[src/rtl/core/rgb_to_cielab_top_defines.svh]
// Assertion macros shared by the rgb_to_cielab RTL.
// No dependencies; included by the modules that carry checks.
`ifndef RGB_TO_CIELAB_TOP_DEFINES_SVH
`define RGB_TO_CIELAB_TOP_DEFINES_SVH

// ante implies cons in the same cycle
`define RGBLAB_ASSERT_IMP(lbl, ck, rstn, ante, cons, msg) \
    lbl: assert property (@(posedge ck) disable iff (!rstn) (ante) |-> (cons)) else $error(msg);

// cond must never hold
`define RGBLAB_ASSERT_NEVER(lbl, ck, rstn, cond, msg) \
    lbl: assert property (@(posedge ck) disable iff (!rstn) !(cond)) else $error(msg);

`endif

[src/rtl/core/rgblab_pkg.sv]
// Shared widths, constants and types for the RGB to CIELab pipeline.
// No dependencies.
package rgblab_pkg;

    // output format default
    localparam int OUT_FRAC_BITS_DEF = 8;

    // datapath widths
    localparam int COEF_W          = 16;
    localparam int ACC_W           = 26;
    localparam int NUM_W           = 34;
    localparam int T_W             = 26;
    localparam int THR_W           = 18;
    localparam int ROOT_W          = 21;
    localparam int YSQ_W           = 42;
    localparam int REM_W           = 48;
    localparam int CBRT_SHIFT      = 36;
    localparam int CBRT_N_W        = 3 * ROOT_W;
    localparam int STEPS_PER_STAGE = 3;
    localparam int CBRT_STAGES     = (ROOT_W + STEPS_PER_STAGE - 1) / STEPS_PER_STAGE;
    localparam int F_FRAC          = 20;
    localparam int F_W             = 22;
    localparam int SLOPE_W         = 19;
    localparam int LLIN_W          = 26;
    localparam int LIN_L_W         = 24;
    localparam int VAL_W           = 34;
    localparam int L_W             = 15;
    localparam int AX_W            = 16;
    localparam int SCALE_DIV       = 255;

    // matrix with white point folded in, Q16, halves rounded up
    localparam logic [COEF_W-1:0] CXR = COEF_W'((64'd412453 * 64'd131072 + 64'd950456)
                                                / (64'd950456 * 64'd2));
    localparam logic [COEF_W-1:0] CXG = COEF_W'((64'd357580 * 64'd131072 + 64'd950456)
                                                / (64'd950456 * 64'd2));
    localparam logic [COEF_W-1:0] CXB = COEF_W'((64'd180423 * 64'd131072 + 64'd950456)
                                                / (64'd950456 * 64'd2));
    localparam logic [COEF_W-1:0] CYR = COEF_W'((64'd212671 * 64'd131072 + 64'd1000000)
                                                / (64'd1000000 * 64'd2));
    localparam logic [COEF_W-1:0] CYG = COEF_W'((64'd715160 * 64'd131072 + 64'd1000000)
                                                / (64'd1000000 * 64'd2));
    localparam logic [COEF_W-1:0] CYB = COEF_W'((64'd72169 * 64'd131072 + 64'd1000000)
                                                / (64'd1000000 * 64'd2));
    localparam logic [COEF_W-1:0] CZR = COEF_W'((64'd19334 * 64'd131072 + 64'd1088754)
                                                / (64'd1088754 * 64'd2));
    localparam logic [COEF_W-1:0] CZG = COEF_W'((64'd119193 * 64'd131072 + 64'd1088754)
                                                / (64'd1088754 * 64'd2));
    localparam logic [COEF_W-1:0] CZB = COEF_W'((64'd950227 * 64'd131072 + 64'd1088754)
                                                / (64'd1088754 * 64'd2));

    localparam logic [COEF_W-1:0] MATRIX [3][3] = '{
        '{CXR, CXG, CXB},
        '{CYR, CYG, CYB},
        '{CZR, CZG, CZB}
    };

    // piecewise function constants
    localparam logic [T_W-1:0] THRESH_Q24 = T_W'(((64'd8856 << 24) * 64'd2 + 64'd1000000)
                                                 / (64'd1000000 * 64'd2));
    localparam logic [SLOPE_W-1:0] SLOPE_Q16 = SLOPE_W'(((64'd7787 << 16) * 64'd2 + 64'd1000)
                                                        / (64'd1000 * 64'd2));
    localparam logic [F_W-1:0] OFFS_Q20 = F_W'(((64'd16 << 20) * 64'd2 + 64'd116)
                                               / (64'd116 * 64'd2));
    localparam logic [LLIN_W-1:0] LLIN_Q16 = LLIN_W'(((64'd9033 << 16) * 64'd2 + 64'd10)
                                                     / (64'd10 * 64'd2));

    // one normalised channel on its way through the pipe
    typedef struct packed {
        logic [T_W-1:0] t;
        logic           above;
    } chan_t;

endpackage

[src/rtl/core/rgblab_scale.sv]
// Matrix multiply and divide-by-255 scaling: three register stages.
// Depends on rgblab_pkg and rgb_to_cielab_top_defines.svh.
`include "rgb_to_cielab_top_defines.svh"

module rgblab_scale
(
    input  logic                          clk,
    input  logic                          rst_n,
    input  logic                          en,
    input  logic                          in_valid,
    input  logic [7:0]                    red,
    input  logic [7:0]                    green,
    input  logic [7:0]                    blue,
    output logic                          out_valid,
    output rgblab_pkg::chan_t [2:0]       out_chan
);

    logic [2:0]                          valid_reg;
    logic [rgblab_pkg::ACC_W-1:0]        acc_reg  [3];
    logic [rgblab_pkg::ACC_W-1:0]        acc_next [3];
    logic [rgblab_pkg::NUM_W-1:0]        num_reg  [3];
    logic [rgblab_pkg::NUM_W-1:0]        num_next [3];
    logic [rgblab_pkg::T_W-1:0]          q_reg    [3];
    logic [rgblab_pkg::T_W-1:0]          q_next   [3];
    logic [9:0]                          rem      [3];
    rgblab_pkg::chan_t [2:0]             chan_reg;
    rgblab_pkg::chan_t [2:0]             chan_next;

    // stage 1: weighted sums
    always_comb
    begin
        for (int c = 0; c < 3; c++)
        begin
            acc_next[c] = rgblab_pkg::ACC_W'(red)   * rgblab_pkg::ACC_W'(rgblab_pkg::MATRIX[c][0])
                        + rgblab_pkg::ACC_W'(green) * rgblab_pkg::ACC_W'(rgblab_pkg::MATRIX[c][1])
                        + rgblab_pkg::ACC_W'(blue)  * rgblab_pkg::ACC_W'(rgblab_pkg::MATRIX[c][2]);
        end
    end

    // stage 2: quotient estimate by series of shifts, never above the true value
    always_comb
    begin
        logic [rgblab_pkg::NUM_W:0] ser;
        ser = '0;
        for (int c = 0; c < 3; c++)
        begin
            num_next[c] = {acc_reg[c], 8'd0} + rgblab_pkg::NUM_W'(rgblab_pkg::SCALE_DIV / 2);
            ser = (rgblab_pkg::NUM_W+1)'(num_next[c])
                + (rgblab_pkg::NUM_W+1)'(num_next[c] >> 8)
                + (rgblab_pkg::NUM_W+1)'(num_next[c] >> 16)
                + (rgblab_pkg::NUM_W+1)'(num_next[c] >> 24)
                + (rgblab_pkg::NUM_W+1)'(num_next[c] >> 32);
            q_next[c] = rgblab_pkg::T_W'(ser >> 8);
        end
    end

    // stage 3: one correction step, then threshold compare
    always_comb
    begin
        logic [rgblab_pkg::NUM_W-1:0] diff;
        logic [rgblab_pkg::T_W-1:0]   t;
        diff = '0;
        t    = '0;
        for (int c = 0; c < 3; c++)
        begin
            diff   = num_reg[c] - rgblab_pkg::NUM_W'({q_reg[c], 8'd0})
                   + rgblab_pkg::NUM_W'(q_reg[c]);
            rem[c] = diff[9:0];
            t      = q_reg[c] + rgblab_pkg::T_W'(rem[c] >= 10'(rgblab_pkg::SCALE_DIV));
            chan_next[c].t     = t;
            chan_next[c].above = t > rgblab_pkg::THRESH_Q24;
        end
    end

    // valid bits
    always_ff @(posedge clk or negedge rst_n)
    begin
        if (!rst_n)
        begin
            valid_reg <= '0;
        end
        else if (en)
        begin
            valid_reg <= {valid_reg[1:0], in_valid};
        end
    end

    // payload
    always_ff @(posedge clk)
    begin
        if (en)
        begin
            acc_reg  <= acc_next;
            num_reg  <= num_next;
            q_reg    <= q_next;
            chan_reg <= chan_next;
        end
    end

    assign out_valid = valid_reg[2];
    assign out_chan  = chan_reg;

    `RGBLAB_ASSERT_IMP(a_div_corr, clk, rst_n, valid_reg[1], (rem[0] < 10'd510) && (rem[1] < 10'd510) && (rem[2] < 10'd510), "divide estimate off by more than one")

endmodule

[config.mk]
export PLATFORM = sky130hd
export DESIGN_NAME = rgblab_scale
export DESIGN_NICKNAME = d
export VERILOG_FILES = /design/src/rtl/core/rgblab_pkg.sv /design/src/rtl/core/rgblab_scale.sv
export VERILOG_INCLUDE_DIRS = /design/src /design/src/rtl/core
export SDC_FILE = /design/constraint.sdc
export NUM_CORES = 2
export LEC_CHECK = 0
export ABC_AREA = 0
export BUFFER_PORTS_ARGS = -buffer_cell sky130_fd_sc_hd__buf_2
export CAP_MARGIN = 10
export CORE_AREA = 2 2 257 259
export CTS_CLUSTER_DIAMETER = 40
export DETAILED_ROUTE_END_ITERATION = 16
export DIE_AREA = 0 0 259 261
export PLACE_DENSITY = 0.66
export SLEW_MARGIN = 20
export SYNTH_ARGS = -nofsm -noshare
export SYNTH_HDL_FRONTEND = slang
export SYNTH_SLANG_ARGS = --single-unit
[constraint.sdc]
create_clock -name clk -period 5.2 [get_ports clk]
set_clock_uncertainty 0.2 [all_clocks]
set_input_delay 0.52 -clock clk [delete_from_list [all_inputs] [get_ports clk]]
set_output_delay 0.52 -clock clk [all_outputs]
set_load 0.005 [all_outputs]
==> run metrics <==
status finished with violations; failing checks setup timing; CTS Buffer Depth 3; I/O pin cnt 110; post-synthesis mux area share less than 1%; largest family of logic cells by synthesized area adder cells; ys flop type edfxtp_1; number of port buffers 109; critical-path maximum fanout 3; routed vias/inst 5.182; Starting Density 49.43%; HPWL after DPL 71.21 mm; Sink Count between 200 and 250; endpoints failing setup between 40 and 50; Pre-antenna DRT Iters 8; height of the die 261 microns; CP max stage cell fa_1; mapped cell area between 0.03 and 0.04 sq mm; max cap viols 0; fin crit period ~7800 ps; die width 259 microns; DP Worst Slack -3087 ps; final worst-path cycle share 149.2%; share of post-route cells with drive strength above 1 25.82%; Slew @ Worst Pin 825.8 ps; most frequent cells in the layout ha_1 (572), inv_1 (535), buf_4 (494); CP bufs+invs 9; setup slack, reg-to-reg around 360 ps; first-pass GRT wire length around 130 mm; CTS tree yes; critical path launch point type input port; area of the multi-input gates 0.02431 sq mm; FF/Latch Area a little over 0.007 sq mm; Mean Syn Cell Area ~11 sq um; fin nets 4692; Max Fclk 128.9 MHz; Seq/Total Area, Yosys about 23%; Crit. End Element flop; max reg flops 81; grt ovf 0; Post-synth ARST share 1.240%; WP data required 5300 ps; Rows 94; count of different cell masters after synthesis 79; Post-synth EDFFs 239; hold crit path type in -> async; crit path DAT 7860 ps; post-synthesis adder-cell area fraction 45.22%; synthesized instance count 3050; final routed DRC violation total 0; CORE AREA about 0.065 sq mm; detailed-route via count 23750; Setup Crit Path Kind in -> reg; Seq cells post-synth around 240; synth warn 0; slowest stage delay, CP 580 ps; Compound-Gate Fraction of Synth Area 9.733%; Final Hold Fails 0; Top Family by Delay on Critical Path adder cells; Area Overhead vs Synth 25.55%; worst setup margin -2560 ps; largest net degree at the start of global routing approximately 110; die area 0.06760 sq mm; antenna viol nets, final 0; RSZ-0062 raised after global routing true; syn_nets 4045; routability congestion estimate 0.9399; fill count 5265; DRT iter0 DRCs ~1100; xor and xnor area share after synthesis 7.819%; drt wl/cell 17.99 microns; max-slew violations 0; initial antenna violation count 5; worst-skew pair later-pin latency 550 ps; Worst-path clk slew 60 ps; CTS root buf clkbuf_16; DRT Wirelength 82.44 mm; Most common cell on crit path fa_1; Synth Area in Simple Gates 7.566%; vias in the first global route between 20000 and 30000; H-tree levels 1; GRT Total Usage 24.65%; commonest non-fill, non-tap cell in the layout ha_1; clock buffer count from CTS 29; max_slew headroom 44.95%
[layer usage]
layer  global-route usage (%)  share of wire (%)  vias up
met5                        0              0.042        -
met4                    9.040                4.0        6
met3                    1.568                2.9      145
met2                    43.54                 49      430
met1                    32.00                 44    11490
li1                         -                  -    11680
[per-stage QoR]
step	TNS [ps]	cell area, sq um	hold slack (ps)	instances	utilization (%)
finish	-68850	40370	109.3	4583	62.06
global route	-77190	40360	102.9	4582	62.06
CTS	-65820	39880	60.08	4568	61.31
detailed placement	-104460	38200	117.4	4490	58.73
global placement	-101910	38200	111.9	4490	58.73
floorplan	-61710	32970	24.41	3050	-
[final timing paths]
kind / start / endpoint / depth (start not counted)
max: red[7] / acc_reg[50] / 32
max reg2reg: q_reg[28] / out_chan[27] / 19
min in group clk: blue[1] / acc_reg[53] / 2
max in group asynchronous: rst_n / valid_reg[0] / 2
min: rst_n / valid_reg[1] / 2
min reg2reg: acc_reg[52] / num_reg[76] / 0
[kinds of logic after synthesis]
family          after synthesis
compound gates              464
xor+xnor                    287
fa+ha+maj                   967
buf+inv                     596
flops                       242
mux                           4
simple gates                490
[what timing repair did]
item	CTS	global route
endpoints found under the hold margin	4	0
setup buffers	26	17
endpoints found under the setup margin	50	55
gates resized for setup	102	90
hold buffers	2	0
pin swaps	55	65
[cell type report]
| cell class | count | area share, % |
|---|---|---|
| multi-input cells | 2212 | 60.24 |
| inverters | 589 | 5.490 |
| repair buffers | 623 | 11.31 |
| clock buffers | 31 | 1.816 |
| clock inverters | 21 | 0.4929 |
| flip-flops and latches | 242 | 17.97 |
| diodes | 1 | 0.006199 |
| well taps | 864 | 2.678 |
[worst reg2reg max path, cell delays in order, from the launching register on]
cell and delay, ps:
edfxtp_1 520, ha_1 350, inv_1 100, nor2_1 60, o21ai_0 170, nand2b_1 110, a21o_1 190, a21o_1 190
a21oi_1 190, o22ai_1 120, a211o_1 270, ha_1 220, ha_1 250, xor2_1 190, o311ai_0 420, nand2_1 110
a2111o_1 420, and2_1 160, o31ai_1 210, nand3_1 120
[cells in the mapped netlist, drive strengths merged, types with 6 or more instances]
cell type,count,area [sq um]
a21o,76,578.1
nand2b,23,143.9
nand3,62,315.3
edfxtp,239,7177
a211oi,17,127.6
nand4,29,181.4
and3,28,175.2
a31oi,23,171.4
inv,589,2211
xnor2,190,1664
xor2,97,849.6
and2,9,56.30
nand2,107,401.6
o21bai,29,217.7
o31ai,6,45.04
nor2,110,412.9
o31a,6,52.55
nor3,53,270.3
or3,10,67.56
ha,642,8033
o211ai,10,75.07
o41ai,8,103.9
nor2b,24,150.1
nor4,7,43.79
o21ai,72,367.9
a31o,9,78.83
a21oi,138,709.4
a21boi,8,63.81
fa,325,6506
a211o,6,52.55
o21a,22,165.2
or2,8,50.05
Power is not shown: default switching activity piles up to over one toggle a cycle in this logic, so the estimate is an artifact.
