===== src/rtl/core/rgb_to_cielab_top_defines.svh =====
// Assertion macros shared by the rgb_to_cielab RTL.
// No dependencies; included by the modules that carry checks.
`ifndef RGB_TO_CIELAB_TOP_DEFINES_SVH
`define RGB_TO_CIELAB_TOP_DEFINES_SVH

// ante implies cons in the same cycle
`define RGBLAB_ASSERT_IMP(lbl, ck, rstn, ante, cons, msg) \
    lbl: assert property (@(posedge ck) disable iff (!rstn) (ante) |-> (cons)) else $error(msg);

// cond must never hold
`define RGBLAB_ASSERT_NEVER(lbl, ck, rstn, cond, msg) \
    lbl: assert property (@(posedge ck) disable iff (!rstn) !(cond)) else $error(msg);

`endif


===== src/rtl/core/rgblab_pkg.sv =====
// Shared widths, constants and types for the RGB to CIELab pipeline.
// No dependencies.
package rgblab_pkg;

    // output format default
    localparam int OUT_FRAC_BITS_DEF = 8;

    // datapath widths
    localparam int COEF_W          = 16;
    localparam int ACC_W           = 26;
    localparam int NUM_W           = 34;
    localparam int T_W             = 26;
    localparam int THR_W           = 18;
    localparam int ROOT_W          = 21;
    localparam int YSQ_W           = 42;
    localparam int REM_W           = 48;
    localparam int CBRT_SHIFT      = 36;
    localparam int CBRT_N_W        = 3 * ROOT_W;
    localparam int STEPS_PER_STAGE = 3;
    localparam int CBRT_STAGES     = (ROOT_W + STEPS_PER_STAGE - 1) / STEPS_PER_STAGE;
    localparam int F_FRAC          = 20;
    localparam int F_W             = 22;
    localparam int SLOPE_W         = 19;
    localparam int LLIN_W          = 26;
    localparam int LIN_L_W         = 24;
    localparam int VAL_W           = 34;
    localparam int L_W             = 15;
    localparam int AX_W            = 16;
    localparam int SCALE_DIV       = 255;

    // matrix with white point folded in, Q16, halves rounded up
    localparam logic [COEF_W-1:0] CXR = COEF_W'((64'd412453 * 64'd131072 + 64'd950456)
                                                / (64'd950456 * 64'd2));
    localparam logic [COEF_W-1:0] CXG = COEF_W'((64'd357580 * 64'd131072 + 64'd950456)
                                                / (64'd950456 * 64'd2));
    localparam logic [COEF_W-1:0] CXB = COEF_W'((64'd180423 * 64'd131072 + 64'd950456)
                                                / (64'd950456 * 64'd2));
    localparam logic [COEF_W-1:0] CYR = COEF_W'((64'd212671 * 64'd131072 + 64'd1000000)
                                                / (64'd1000000 * 64'd2));
    localparam logic [COEF_W-1:0] CYG = COEF_W'((64'd715160 * 64'd131072 + 64'd1000000)
                                                / (64'd1000000 * 64'd2));
    localparam logic [COEF_W-1:0] CYB = COEF_W'((64'd72169 * 64'd131072 + 64'd1000000)
                                                / (64'd1000000 * 64'd2));
    localparam logic [COEF_W-1:0] CZR = COEF_W'((64'd19334 * 64'd131072 + 64'd1088754)
                                                / (64'd1088754 * 64'd2));
    localparam logic [COEF_W-1:0] CZG = COEF_W'((64'd119193 * 64'd131072 + 64'd1088754)
                                                / (64'd1088754 * 64'd2));
    localparam logic [COEF_W-1:0] CZB = COEF_W'((64'd950227 * 64'd131072 + 64'd1088754)
                                                / (64'd1088754 * 64'd2));

    localparam logic [COEF_W-1:0] MATRIX [3][3] = '{
        '{CXR, CXG, CXB},
        '{CYR, CYG, CYB},
        '{CZR, CZG, CZB}
    };

    // piecewise function constants
    localparam logic [T_W-1:0] THRESH_Q24 = T_W'(((64'd8856 << 24) * 64'd2 + 64'd1000000)
                                                 / (64'd1000000 * 64'd2));
    localparam logic [SLOPE_W-1:0] SLOPE_Q16 = SLOPE_W'(((64'd7787 << 16) * 64'd2 + 64'd1000)
                                                        / (64'd1000 * 64'd2));
    localparam logic [F_W-1:0] OFFS_Q20 = F_W'(((64'd16 << 20) * 64'd2 + 64'd116)
                                               / (64'd116 * 64'd2));
    localparam logic [LLIN_W-1:0] LLIN_Q16 = LLIN_W'(((64'd9033 << 16) * 64'd2 + 64'd10)
                                                     / (64'd10 * 64'd2));

    // one normalised channel on its way through the pipe
    typedef struct packed {
        logic [T_W-1:0] t;
        logic           above;
    } chan_t;

endpackage


===== src/rtl/core/rgblab_finish.sv =====
// Branch select, L/a/b forming, rounding and saturation: three stages.
// Depends on rgblab_pkg and rgb_to_cielab_top_defines.svh.
`include "rgb_to_cielab_top_defines.svh"

module rgblab_finish
#(
    parameter int OUT_FRAC_BITS = rgblab_pkg::OUT_FRAC_BITS_DEF
)
(
    input  logic                                   clk,
    input  logic                                   rst_n,
    input  logic                                   en,
    input  logic                                   in_valid,
    input  rgblab_pkg::chan_t [2:0]                in_chan,
    input  logic [2:0][rgblab_pkg::ROOT_W-1:0]     in_root,
    output logic                                   out_valid,
    output logic [rgblab_pkg::L_W-1:0]             lightness,
    output logic signed [rgblab_pkg::AX_W-1:0]     green_red_axis,
    output logic signed [rgblab_pkg::AX_W-1:0]     blue_yellow_axis
);

    localparam int VW      = rgblab_pkg::VAL_W;
    localparam int RSH     = rgblab_pkg::F_FRAC - OUT_FRAC_BITS;
    localparam int LMAX_I  = ((100 << OUT_FRAC_BITS) > 32767) ? 32767 : (100 << OUT_FRAC_BITS);
    localparam logic signed [VW-1:0] HALF   = VW'(1) << (RSH - 1);
    localparam logic signed [VW-1:0] LMAX   = VW'(LMAX_I);
    localparam logic signed [VW-1:0] AX_MAX = VW'(32767);
    localparam logic signed [VW-1:0] AX_MIN = -VW'(32768);
    localparam logic signed [VW-1:0] K_L    = VW'(116);
    localparam logic signed [VW-1:0] K_A    = VW'(500);
    localparam logic signed [VW-1:0] K_B    = VW'(200);
    localparam logic signed [VW-1:0] L_OFFS = VW'(16) << rgblab_pkg::F_FRAC;
    localparam int PS_W = rgblab_pkg::SLOPE_W + rgblab_pkg::THR_W;
    localparam int PL_W = rgblab_pkg::LLIN_W + rgblab_pkg::THR_W;

    function automatic logic signed [VW-1:0] round_out(input logic signed [VW-1:0] v);
        logic [VW-1:0] mag;
        mag = v[VW-1] ? VW'(-v) : VW'(v);
        mag = (mag + VW'(HALF)) >> RSH;
        return v[VW-1] ? -$signed(mag) : $signed(mag);
    endfunction

    function automatic logic signed [VW-1:0] clamp(input logic signed [VW-1:0] v,
                                                   input logic signed [VW-1:0] lo,
                                                   input logic signed [VW-1:0] hi);
        return (v < lo) ? lo : ((v > hi) ? hi : v);
    endfunction

    logic [2:0]                               valid_reg;
    logic [rgblab_pkg::F_W-1:0]               f_reg    [3];
    logic [rgblab_pkg::F_W-1:0]               f_next   [3];
    logic [rgblab_pkg::LIN_L_W-1:0]           llin_reg;
    logic [rgblab_pkg::LIN_L_W-1:0]           llin_next;
    logic                                     ya_reg;
    logic signed [VW-1:0]                     l20_reg, a20_reg, b20_reg;
    logic signed [VW-1:0]                     l20_next, a20_next, b20_next;
    logic [rgblab_pkg::L_W-1:0]               l_reg, l_next;
    logic signed [rgblab_pkg::AX_W-1:0]       a_reg, a_next, b_reg, b_next;

    // stage 1: pick cube root or linear segment; linear lightness
    always_comb
    begin
        logic [PS_W-1:0] ps;
        logic [PL_W-1:0] pl;
        ps = '0;
        for (int c = 0; c < 3; c++)
        begin
            ps = PS_W'(rgblab_pkg::SLOPE_Q16) * PS_W'(in_chan[c].t[rgblab_pkg::THR_W-1:0]);
            if (in_chan[c].above)
            begin
                f_next[c] = rgblab_pkg::F_W'(in_root[c]);
            end
            else
            begin
                f_next[c] = rgblab_pkg::F_W'((ps + (PS_W'(1) << (rgblab_pkg::F_FRAC - 1)))
                                             >> rgblab_pkg::F_FRAC) + rgblab_pkg::OFFS_Q20;
            end
        end
        pl = PL_W'(rgblab_pkg::LLIN_Q16) * PL_W'(in_chan[1].t[rgblab_pkg::THR_W-1:0]);
        llin_next = rgblab_pkg::LIN_L_W'((pl + (PL_W'(1) << (rgblab_pkg::F_FRAC - 1)))
                                         >> rgblab_pkg::F_FRAC);
    end

    // stage 2: L, a, b at 20 fraction bits
    always_comb
    begin
        logic signed [VW-1:0] fx, fy, fz;
        fx = VW'(f_reg[0]);
        fy = VW'(f_reg[1]);
        fz = VW'(f_reg[2]);
        l20_next = ya_reg ? (fy * K_L - L_OFFS) : VW'(llin_reg);
        a20_next = (fx - fy) * K_A;
        b20_next = (fy - fz) * K_B;
    end

    // stage 3: round half away from zero, saturate
    always_comb
    begin
        l_next = rgblab_pkg::L_W'(clamp(round_out(l20_reg), '0, LMAX));
        a_next = rgblab_pkg::AX_W'(clamp(round_out(a20_reg), AX_MIN, AX_MAX));
        b_next = rgblab_pkg::AX_W'(clamp(round_out(b20_reg), AX_MIN, AX_MAX));
    end

    // valid bits
    always_ff @(posedge clk or negedge rst_n)
    begin
        if (!rst_n)
        begin
            valid_reg <= '0;
        end
        else if (en)
        begin
            valid_reg <= {valid_reg[1:0], in_valid};
        end
    end

    // payload
    always_ff @(posedge clk)
    begin
        if (en)
        begin
            f_reg    <= f_next;
            llin_reg <= llin_next;
            ya_reg   <= in_chan[1].above;
            l20_reg  <= l20_next;
            a20_reg  <= a20_next;
            b20_reg  <= b20_next;
            l_reg    <= l_next;
            a_reg    <= a_next;
            b_reg    <= b_next;
        end
    end

    assign out_valid        = valid_reg[2];
    assign lightness        = l_reg;
    assign green_red_axis   = a_reg;
    assign blue_yellow_axis = b_reg;

    `RGBLAB_ASSERT_NEVER(a_l_limit, clk, rst_n, valid_reg[2] && (VW'(l_reg) > LMAX), "lightness above its limit")

endmodule


===== config.mk =====
export PLATFORM = sky130hd
export DESIGN_NAME = rgblab_finish
export DESIGN_NICKNAME = d
export VERILOG_FILES = /design/src/rtl/core/rgblab_pkg.sv /design/src/rtl/core/rgblab_finish.sv
export VERILOG_INCLUDE_DIRS = /design/src /design/src/rtl/core
export SDC_FILE = /design/constraint.sdc
export NUM_CORES = 2
export LEC_CHECK = 0
export ABC_AREA = 1
export BUFFER_PORTS_ARGS = -buffer_cell sky130_fd_sc_hd__buf_2
export CORE_MARGIN = 2
export CORE_UTILIZATION = 59
export CTS_BUF_LIST = sky130_fd_sc_hd__clkbuf_16
export DETAILED_ROUTE_END_ITERATION = 10
export PLACE_DENSITY = 0.89
export SLEW_MARGIN = 25
export SYNTH_ARGS = -nofsm -noshare
export SYNTH_HDL_FRONTEND = slang
export SYNTH_SLANG_ARGS = --single-unit

===== constraint.sdc =====
create_clock -name clk -period 6.74 [get_ports clk]
set_input_delay 1.685 -clock clk [delete_from_list [all_inputs] [get_ports clk]]
set_output_delay 1.685 -clock clk [all_outputs]
set_load 0.02 [all_outputs]

==> results_dict.tcl <==
set metrics [dict create \
    synth-main-ff-cell "edfxtp_1" \
    vias 48983 \
    synth-async-reset-ratio_pct 1.316 \
    clockBufferDepth 3 \
    post_dp_cell_area_um2 60560 \
    cts.sink_count 228 \
    worst_ep_required_time_ps 7030 \
    relSlewSlack_pct 37.15 \
    routed_wire_length_per_instance_um 19.88 \
    fin_tns_setup_ps -22280 \
    worst-slew-pin-transition_ps 942.7 \
    cts-buffers-inserted 25 \
    timing.final.ws_setup_ps -758.5 \
    die_outline_height_um 301.3 \
    globalRouteOverflowTotal 0 \
    cp-startpoint "in_chan[72]" \
    rr_worst_depth 35 \
    timing.final.hold_violations 0 \
    synth.top_cells.by_area "fa_1 (26%), ha_1 (21%), edfxtp_1 (13%)" \
    fillers 5517 \
    yosysWarningCount 0 \
    postRouteAntennaNets 0 \
    drtIter0Drc 3985 \
    element_type_at_the_critical_path_start "primary input" \
    final_core_util_pct 73.71 \
    post_synth_num_cell_types 57 \
    violations "setup timing" \
    grt_pass1_wl_um 237300 \
    cp-end-kind "flop" \
    floorplan.initialDensity_pct 59.29 \
    placementRows 109 \
    crit_path_max_fanout 3 \
    synth_edf_count 225 \
    ys_ff_latch 228 \
    io_pins 196 \
    timing.critical_path.to "f_reg[15]$_DFFE_PP_" \
    syn_nets 8043 \
    dp_hpwl_um 125500 \
    finalWorstPathRequiredPeriod_ps 7499 \
    yosys.area.top_type_share_pct 25.87 \
    syn-cell-area_um2 52160 \
    hold_path.class "flop to flop" \
    detailedRoute.firstPassIterationCount 8 \
    worst-path-stages 31 \
    grt_start_max_net_pins 124 \
    synthCells 6345 \
    clk_pin_slew_worst_paths_ps 70 \
    critical_path.reg2reg.startpoint "f_reg[25]$_DFFE_PP_" \
    cpMaxStageDelayCell "fa_1" \
    critical_path_buf_inv_count 8 \
    finish.instance_area_um2 64840 \
    clkLatencyLatePin_ps 580 \
    cts_max_level 1 \
    rsz_0062_raised_after_global_routing "yes" \
    rr_endpoint "a20_reg[32]$_DFFE_PP_" \
    synth_sequential_area_ratio_pct 13.10 \
    syn_area_per_cell_um2 8.220 \
    grt_pass1_vias 48867 \
    synth_largest_area_cell "fa_1" \
    worstHoldStart "llin_reg[18]$_DFFE_PP_" \
    core-area_um2 87970 \
    clock-root-buffer "clkbuf_16" \
    place.port_buffers 171 \
    path_class "primary input to flop" \
    regToRegSetupSlack_ps -310 \
    fmaxAchievable_mhz 133.4 \
    timing.final.crit_share_pct 111.3 \
    max_reg_flops 63 \
    drive_gt1_share_pct 24.23 \
    grt_util_all_layers_pct 32.64 \
    nNetsFinal 9019 \
    cap_violations 0 \
    crit_family "adder cells" \
    hold_slack_ps 510.8 \
    gp_congestion 1.010 \
    die-area_um2 90800 \
    drt-vias-per-instance 5.757 \
    timing.critical_path.slowest_cell_delay_ps 630 \
    result_of_the_run "complete, but fails checks" \
    finalWirelength_um 169200 \
    report.final.setup_viol 63 \
    timing.clock.skew_ps 34.17 \
    arrival_ps 7790 \
    remaining_drc_errors 0 \
    cts_tree "built" \
    area_growth_syn_to_layout_pct 24.32 \
    grt_antenna_before_repair 8 \
    slew_viol_final 0 \
    die_x_extent_um 301.3 \
]
[layout make-up]
| class | count | area [um2] | share of cell area, % |
|---|---|---|---|
| multi-input combinational | 4541 | 42540 | 65.61 |
| timing repair buffer | 992 | 7402 | 11.42 |
| sequential | 228 | 6832 | 10.54 |
| inverter | 1533 | 5762 | 8.886 |
| tap | 1165 | 1458 | 2.248 |
| clock buffer | 25 | 625.6 | 0.9648 |
| clock inverter | 20 | 209.0 | 0.3223 |
| antenna | 5 | 12.51 | 0.01930 |
[layer usage]
layer / global-route usage (%) / share of wire (%) / vias to the layer above
li1: - / - / 21875
met1: 37.81 / 35 / 23350
met2: 58.19 / 49 / 2762
met3: 4.135 / 7.9 / 992
met4: 18.42 / 8.5 / 4
met5: 0 / 0.018 / -
[worst min path at each step]
stage | endpoint | cells past startpoint
final | l20_reg[18]$_DFFE_PP_ | 2
after CTS | l20_reg[18]$_DFFE_PP_ | 2
after global routing | l20_reg[4]$_DFFE_PP_ | 2
after detailed placement | l20_reg[4]$_DFFE_PP_ | 2
after global placement | valid_reg[2]$_DFFE_PN0P_ | 1
after floorplan | valid_reg[1]$_DFFE_PN0P_ | 2
[placed cells by master, fill, tap and decap left out, types with 148 or more instances in the layout]
master,Yosys,layout
buf_2,13,148
ha_1,876,797
inv_1,1518,1427
nand3_1,279,242
a21oi_1,300,229
fa_1,674,641
nand2_1,1133,1034
edfxtp_1,225,225
buf_4,1,772
nor2_1,393,336
[cells by family (layout without fill, tap and decap cells)]
family	after synthesis	count (layout)	synth area share, %
flops	228	228	13.10
simple gates	2092	2092	17.43
buf+inv	1576	2570	11.45
mux	1	1	0.02159
other cells	0	5	0
compound gates	659	659	7.053
fa+ha+maj	1550	1550	46.88
xor+xnor	239	239	4.064
[worst min-delay path, stage by stage, from the launching register on]
cell and delay [ps]:
edfxtp_1 320, nand2_1 50, o21ai_0 50
[cells in the mapped netlist, types with 5 or more instances]
library cell,n
a211oi_1,6
a21boi_0,17
a21o_1,18
a21oi_1,300
a21oi_2,10
a31oi_1,28
buf_1,5
buf_2,13
clkbuf_1,20
edfxtp_1,225
fa_1,674
ha_1,876
inv_1,1518
inv_2,13
nand2_1,1133
nand2_2,58
nand3_1,279
nand3_2,7
nand3b_1,37
nand4_1,57
nor2_1,393
nor2_2,33
nor2_4,16
nor3_1,46
nor4_1,5
o211ai_1,15
o21a_1,13
o21ai_0,203
o21ai_1,7
o21bai_1,19
o31ai_1,5
or2_2,14
xnor2_1,69
xor2_1,168
[what timing repair did]
item                                    CTS  global route
pin swaps                               160           265
gates resized for setup                 267           446
hold buffers                              0             0
buffers inserted                         44            65
endpoints found under the setup margin   65            81
gates cloned                              0             0
[metrics by stage]
| stage | worst slack [ps] | cells |
|---|---|---|
| 2_1_floorplan | -351.8 | 6345 |
| 3_3_place_gp | -906.8 | 8367 |
| 3_5_place_dp | -1100 | 8367 |
| 4_1_cts | -373.6 | 8452 |
| 5_1_grt | -863.3 | 8509 |
| 6_report | -758.5 | 8509 |
Power is left out: the tool's default activity adds up to more than one toggle a clock period on the data nets, which glitch-free logic cannot reach.
